$ cat config.mk
export PLATFORM = sky130hd
export DESIGN_NAME = skvt_cell
export DESIGN_NICKNAME = d
export VERILOG_FILES = /design/src/rtl/core/skvt_pkg.sv /design/src/rtl/core/skvt_cell.sv
export SDC_FILE = /design/constraint.sdc
export NUM_CORES = 1
export LEC_CHECK = 0
export BUFFER_PORTS_ARGS = -buffer_cell sky130_fd_sc_hd__buf_2
export CAP_MARGIN = 20
export CORE_MARGIN = 2
export CORE_UTILIZATION = 40
export DETAILED_ROUTE_END_ITERATION = 16
export PLACE_DENSITY_LB_ADDON = 0.2
export SLEW_MARGIN = 20
export SYNTH_ARGS = -nofsm -noshare
export SYNTH_HDL_FRONTEND = slang
export SYNTH_SLANG_ARGS = --single-unit
$ cat constraint.sdc
create_clock -name clk -period 3.1 [get_ports clk]
set_input_delay 0.155 -clock clk [delete_from_list [all_inputs] [get_ports clk]]
set_output_delay 0.155 -clock clk [all_outputs]
set_load 0.05 [all_outputs]
$ cat src/rtl/core/skvt_pkg.sv
// Package for the sorted key/value table: sizes, operation and status codes,
// and the control struct that the sequencer broadcasts to every cell.
// No dependencies.
`timescale 1ns / 1ps

package skvt_pkg;

    localparam int CAPACITY   = 256;
    localparam int KEY_BITS   = 32;
    localparam int VALUE_BITS = 32;

    // entry count must hold CAPACITY itself
    localparam int CNT_W      = $clog2(CAPACITY + 1);

    // hit/value reduction: cells are ORed in groups, groups in a second stage
    localparam int GROUP_SIZE = 16;
    localparam int GROUPS     = (CAPACITY + GROUP_SIZE - 1) / GROUP_SIZE;
    localparam int PAD_CELLS  = GROUPS * GROUP_SIZE;

    typedef enum logic [1:0] {
        OP_INSERT  = 2'd0,
        OP_LOOKUP  = 2'd1,
        OP_DELETE  = 2'd2,
        OP_REPLACE = 2'd3
    } op_e;

    localparam logic [1:0] ST_OK        = 2'd0;
    localparam logic [1:0] ST_MISSING   = 2'd1;
    localparam logic [1:0] ST_DUPLICATE = 2'd2;
    localparam logic [1:0] ST_FULL      = 2'd3;

    typedef struct packed {
        logic compare;   // latch lt/eq flags against the command key
        logic insert;    // open a slot at the insert point, shift up
        logic remove;    // close the slot of the hit, shift down
        logic replace;   // overwrite the value of the hit cell
    } cell_ctrl_t;

endpackage

$ cat src/rtl/core/skvt_cell.sv
// One slot of the sorted table: holds a key/value pair, compares it with the
// broadcast command key and shifts to or from its neighbors.
// Depends on skvt_pkg.
`timescale 1ns / 1ps

module skvt_cell (
    input  logic                                clk,
    input  skvt_pkg::cell_ctrl_t                ctrl,
    input  logic                                occupied,
    input  logic signed [skvt_pkg::KEY_BITS-1:0]   cmd_key,
    input  logic        [skvt_pkg::VALUE_BITS-1:0] cmd_value,
    input  logic                                left_lt,
    input  logic signed [skvt_pkg::KEY_BITS-1:0]   left_key,
    input  logic        [skvt_pkg::VALUE_BITS-1:0] left_value,
    input  logic signed [skvt_pkg::KEY_BITS-1:0]   right_key,
    input  logic        [skvt_pkg::VALUE_BITS-1:0] right_value,
    output logic                                lt,
    output logic                                eq,
    output logic signed [skvt_pkg::KEY_BITS-1:0]   key_out,
    output logic        [skvt_pkg::VALUE_BITS-1:0] value_out,
    output logic        [skvt_pkg::VALUE_BITS-1:0] hit_value
);
    import skvt_pkg::*;

    logic signed [KEY_BITS-1:0]   key_reg;
    logic        [VALUE_BITS-1:0] value_reg;
    logic                         lt_reg;
    logic                         eq_reg;
    logic        [VALUE_BITS-1:0] hit_value_reg;
    logic                         lt_now;
    logic                         eq_now;

    assign lt_now = occupied && (key_reg < cmd_key);
    assign eq_now = occupied && (key_reg == cmd_key);

    always_ff @(posedge clk)
    begin
        if (ctrl.compare)
        begin
            lt_reg        <= lt_now;
            eq_reg        <= eq_now;
            hit_value_reg <= eq_now ? value_reg : '0;
        end

        if (ctrl.insert && !lt_reg)
        begin
            // first cell at or above the new key takes it, the rest shift up
            if (left_lt)
            begin
                key_reg   <= cmd_key;
                value_reg <= cmd_value;
            end
            else
            begin
                key_reg   <= left_key;
                value_reg <= left_value;
            end
        end
        else if (ctrl.remove && !lt_reg)
        begin
            key_reg   <= right_key;
            value_reg <= right_value;
        end
        else if (ctrl.replace && eq_reg)
        begin
            value_reg <= cmd_value;
        end
    end

    assign lt        = lt_reg;
    assign eq        = eq_reg;
    assign key_out   = key_reg;
    assign value_out = value_reg;
    assign hit_value = hit_value_reg;

endmodule

### Word-level counts from Yosys, hierarchy flattened

Index checks and enable logic that the tools add are counted.

* flip-flop bits (word level): 98
* input bits: 199
* logic and storage cells: 22

* magnitude comparators: 1
* equality and inequality tests: 1
* multiplexer cells: 7
* reductions and logical operators: 8

Operators with widths (count)
* $mux 32: 7
* $eq 32x32->1: 1
* $lt 32x32->1: 1
* $logic_and 1x1->1: 5
* $reduce_bool 3->1: 1
* $reduce_bool 2->1: 1
* $logic_not 1->1: 1

### Longest topological paths before layout

* depth in word-level cells: 4
* mapped depth: 8

### Worst setup path before layout

No wires, ideal clock.

* kind: register -> register
* start point: register lt_reg (netlist: lt)
* end point: register value_reg[10] (netlist: value_out[10]) (data pin)
* arrival: 3.148 ns
* required time: 2.838 ns
* path slack: -0.310 ns
* stages on the path, launching flop included: 6
* period minus slack after synthesis: 3.410 ns
* cells stage by stage: edfxtp_1 nor2_1 o21ai_1 clkbuf_1 a222oi_1 inv_1

* longest elaborated chain between the ends: 4

Ends and longest elaborated chain
* from (decl): line skvt_cell.sv:27 `logic lt_reg;`
* from (signal assigned): line skvt_cell.sv:40 `lt_reg <= lt_now;`
* $logic_not 1->1 *: line skvt_cell.sv:45, skvt_cell.sv:59
* $logic_and 1x1->1: line skvt_cell.sv:59 `else if (ctrl.remove && !lt_reg)`
* $mux 32: line skvt_cell.sv:59
* $mux 32 *: line skvt_cell.sv:45 `if (ctrl.insert && !lt_reg)`
* to (signal assigned): line skvt_cell.sv:51 `value_reg <= cmd_value;`
* to (signal assigned): line skvt_cell.sv:62 `value_reg <= right_value;`
* to (signal assigned): line skvt_cell.sv:66 `value_reg <= cmd_value;`
* to (decl): line skvt_cell.sv:26 `logic [VALUE_BITS-1:0] value_reg;`

Mark *: on every way between the ends. The rest lies on a longest branch, timed or not.
A chain may end at the register's enable or synchronous reset.

### Worst setup path in the final report

* start point: register key_reg[29] (netlist: key_out[29])
* end point: register hit_value_reg[26] (netlist: hit_value[26]) (data pin)

* longest elaborated chain between the ends: 2

Ends and longest elaborated chain
* from (decl): line skvt_cell.sv:25 `logic signed [KEY_BITS-1:0] key_reg;`
* from (signal assigned): line skvt_cell.sv:50 `key_reg <= cmd_key;`
* from (signal assigned): line skvt_cell.sv:55 `key_reg <= left_key;`
* from (signal assigned): line skvt_cell.sv:61 `key_reg <= right_key;`
* $eq 32x32->1: line skvt_cell.sv:34 `assign eq_now = occupied && (key_reg == cmd_key);`
* $logic_and 1x1->1: line skvt_cell.sv:34
* to (signal assigned): line skvt_cell.sv:42 `hit_value_reg <= eq_now ? value_reg : '0;`
* to (decl): line skvt_cell.sv:29 `logic [VALUE_BITS-1:0] hit_value_reg;`

No other way between the ends.

==> summary.md <==
| Metric | Value |
|---|---|
| # port buffers | `296` |
| H-tree depth | `3` |
| Seq/Total Area, Yosys | `0.570` |
| Core Footprint | `12600 um2` |
| Total iterations of the first detailed-routing run | `7` |
| Die Span X | `118 um` |
| Std cell rows | `41` |
| Synthesized Nets | `664` |
| Unrepaired setup endpoints after global routing | `no` |
| Avg Cell Area, Syn | `11.9 um2` |
| Count of different cell masters after synthesis | `29` |
| Setup Total Neg Slack | `0 ns` |
| Post-route ant nets | `0` |
| Routed Wire Length | `14900 um` |
| Post-route cell area | `7150 um2` |
| Period utilization | `0.755` |
| Final Slew Violations | `0` |
| IO Count | `297` |
| Final Wtd Congestion | `0.889` |
| Static Leakage | `3.61 nW` |
| Fmax achieved | `427 MHz` |
| Initial antenna violation count | `1` |
| CP arrival | `2.55 ns` |
| Post-layout minimum cycle time | `2.34 ns` |
| Total Power | `0.00388 W` |
| Clock buffer depth | `2` |
| Crit path largest cell delay | `0.40 ns` |
| Gr usage total | `0.214` |
| Critical path buffers and inverters | `1` |
| FF+latch count, synth | `98` |
| Largest delay contributor family on the critical path | `simple AND/OR/NAND/NOR gates` |
| Crit-path max FO | `33` |
| Hold WC Path Type | `input pin to register` |
| CTS tree | `done` |
| DP Wirelength | `12000 um` |
| Sink Count | `98` |
| Peak supply drop | `255 uV` |
| Kind of critical path | `register to register` |
| Layout Nets | `956` |
| Final setup fails | `0` |
| CP cell instances | `ha_1 > nand4_1 > nor3_2 > nand4_1 > nor4_4 > buf_4 > and2_1` |
| Clock latency on the worst-skew pair | `0.34 ns` |
| Endpoints failing hold | `0` |
| Top cell by count, worst path | `nand4_1` |
| Crit. End Element | `register` |
| Required time worst endpoint | `3.31 ns` |
| Hold-fix buffers, CTS | `0` |
| Worst relative slew slack | `0.497` |
| CP max-delay cell | `edfxtp_1` |
| Startpoint Class | `register` |
| Iter 0 DRT Violations | `378` |
| WHS | `0.0919 ns` |
| # resized after CTS | `0` |
| Status | `completed` |
| Largest cells by area after synthesis | `edfxtp_1 (57%), ha_1 (7.8%), mux2i_1 (6.4%)` |
| Initial core utilization | `0.409` |
| Clk root buf | `clkbuf_16` |
| # DRC | `0` |
| Via-per-instance ratio | `4.99` |
| Gate count of the mapped netlist | `433` |
| Placed cell areas | `6850 um2` |
| Number of setup buffers added after CTS | `0` |
| Power Density | `543 nW/um2` |
| Via count | `4510` |
| Yosys top cell by area | `edfxtp_1` |
| Core Util, Final | `0.566` |
| Worst slew pin tran | `0.754 ns` |
| YS warnings | `0` |
| Largest net degree at the start of global routing | `41` |
| Area growth syn-to-layout | `38.4%` |
| Vias in the first global route | `4594` |
| Max_cap viols | `0` |
| Clock slew at reported path FFs | `0.07 ns` |
| Num CTS Buffers | `9` |
| Post-DR wirelength/cell | `16.5 um` |
| First-pass GRT wire length | `23300 um` |
| Setup Skew | `0.00759 ns` |
| Synth top area share | `0.570` |
| Die Ht | `118 um` |
| GRT overflow | `0` |
| Share of cells above drive strength 1 | `0.448` |
| Netlist Area Pre-Place | `5160 um2` |
| Die ar. | `13800 um2` |
routing by layer:
metal,vias to the layer above,GRT usage,part of all wire
li1,2194,-,-
met1,2078,0.245,0.40
met2,214,0.383,0.50
met3,24,0.0509,0.078
met4,0,0.0866,0.026
met5,-,0,0
through the flow:
step           cells  setup WS [ns]
5_1_grt          902          0.582
3_3_place_gp     886          0.776
4_1_cts          902          0.701
6_report         903          0.760
3_5_place_dp     886          0.726
2_1_floorplan    433          0.293
worst reg2reg max path, cell delays in order, from the launching register on:
cell      delay (ns)
edfxtp_1        0.40
ha_1            0.32
nand4_1         0.14
nor3_2          0.29
nand4_1         0.25
nor4_4          0.33
buf_4           0.31
and2_1          0.18
final cells by class:
cell class	instances	area [um2]
fill	1114	5470
clock buffer	11	233
multi-input combinational	247	1900
timing repair buffer	304	1540
clock inverter	5	62.6
inverter	65	244
antenna	1	2.50
tap	172	215
sequential	98	2940
path summary, 6_finish.rpt:
| check | depth (start not counted) | slack [ns] | to | start |
|---|---|---|---|---|
| setup / recovery | 7 | 0.76 | hit_value[26] | key_out[29] |
| setup reg to reg | 7 | 0.76 | hit_value[26] | key_out[29] |
| hold / removal | 3 | 0.09 | value_out[12] | left_value[12] |
| hold reg to reg | 1 | 0.54 | hit_value[3] | value_out[3] |
cell usage after synthesis (all sizes together):
cell,n
nor3b,1
nor2b,2
and3,1
ha,32
nor4,1
nand2,37
nand2b,2
buf,6
and4,1
a2111oi,1
a221o,4
a211oi,1
nand4,5
mux2i,33
o21ai,35
inv,65
nand3,6
a21oi,8
a222oi,32
and2,33
edfxtp,98
nor2,4
nor3,2
clkbuf,17
a21o,5
o211ai,1
power by group:
part / total [W] / switching [W] / leakage, nW / internal [W]
Clock: 0.00112 / 0.000483 / 0.142 / 0.000634
Combinational: 0.00108 / 0.000760 / 2.48 / 0.000325
Sequential: 0.00168 / 0.0000592 / 0.989 / 0.00162
Total: 0.00388 / 0.00130 / 3.61 / 0.00258
cells in the final DEF (no fill, tap or decap), types with 2 or more instances in the layout:
master	Yosys	layout
buf_2	6	296
edfxtp_1	98	98
inv_1	65	65
nand2_1	37	37
mux2i_1	33	33
o21ai_0	33	33
a222oi_1	32	32
and2_1	32	32
ha_1	32	32
clkbuf_16	0	9
a21oi_1	8	8
buf_4	0	8
nand3_1	6	6
nand4_1	5	5
a21o_1	5	5
a221o_1	4	4
nor2_1	4	2
nor2b_1	2	2
clkbuf_1	17	2
cells by family after synthesis:
logic type | share of synthesized area
muxes | 0.0640
buffers and inverters | 0.0654
DFF | 0.570
and+or+nand+nor | 0.0989
adders and majority gates | 0.0775
AOI/OAI and AO/OA | 0.124
Power figures use the tool's default switching activity.
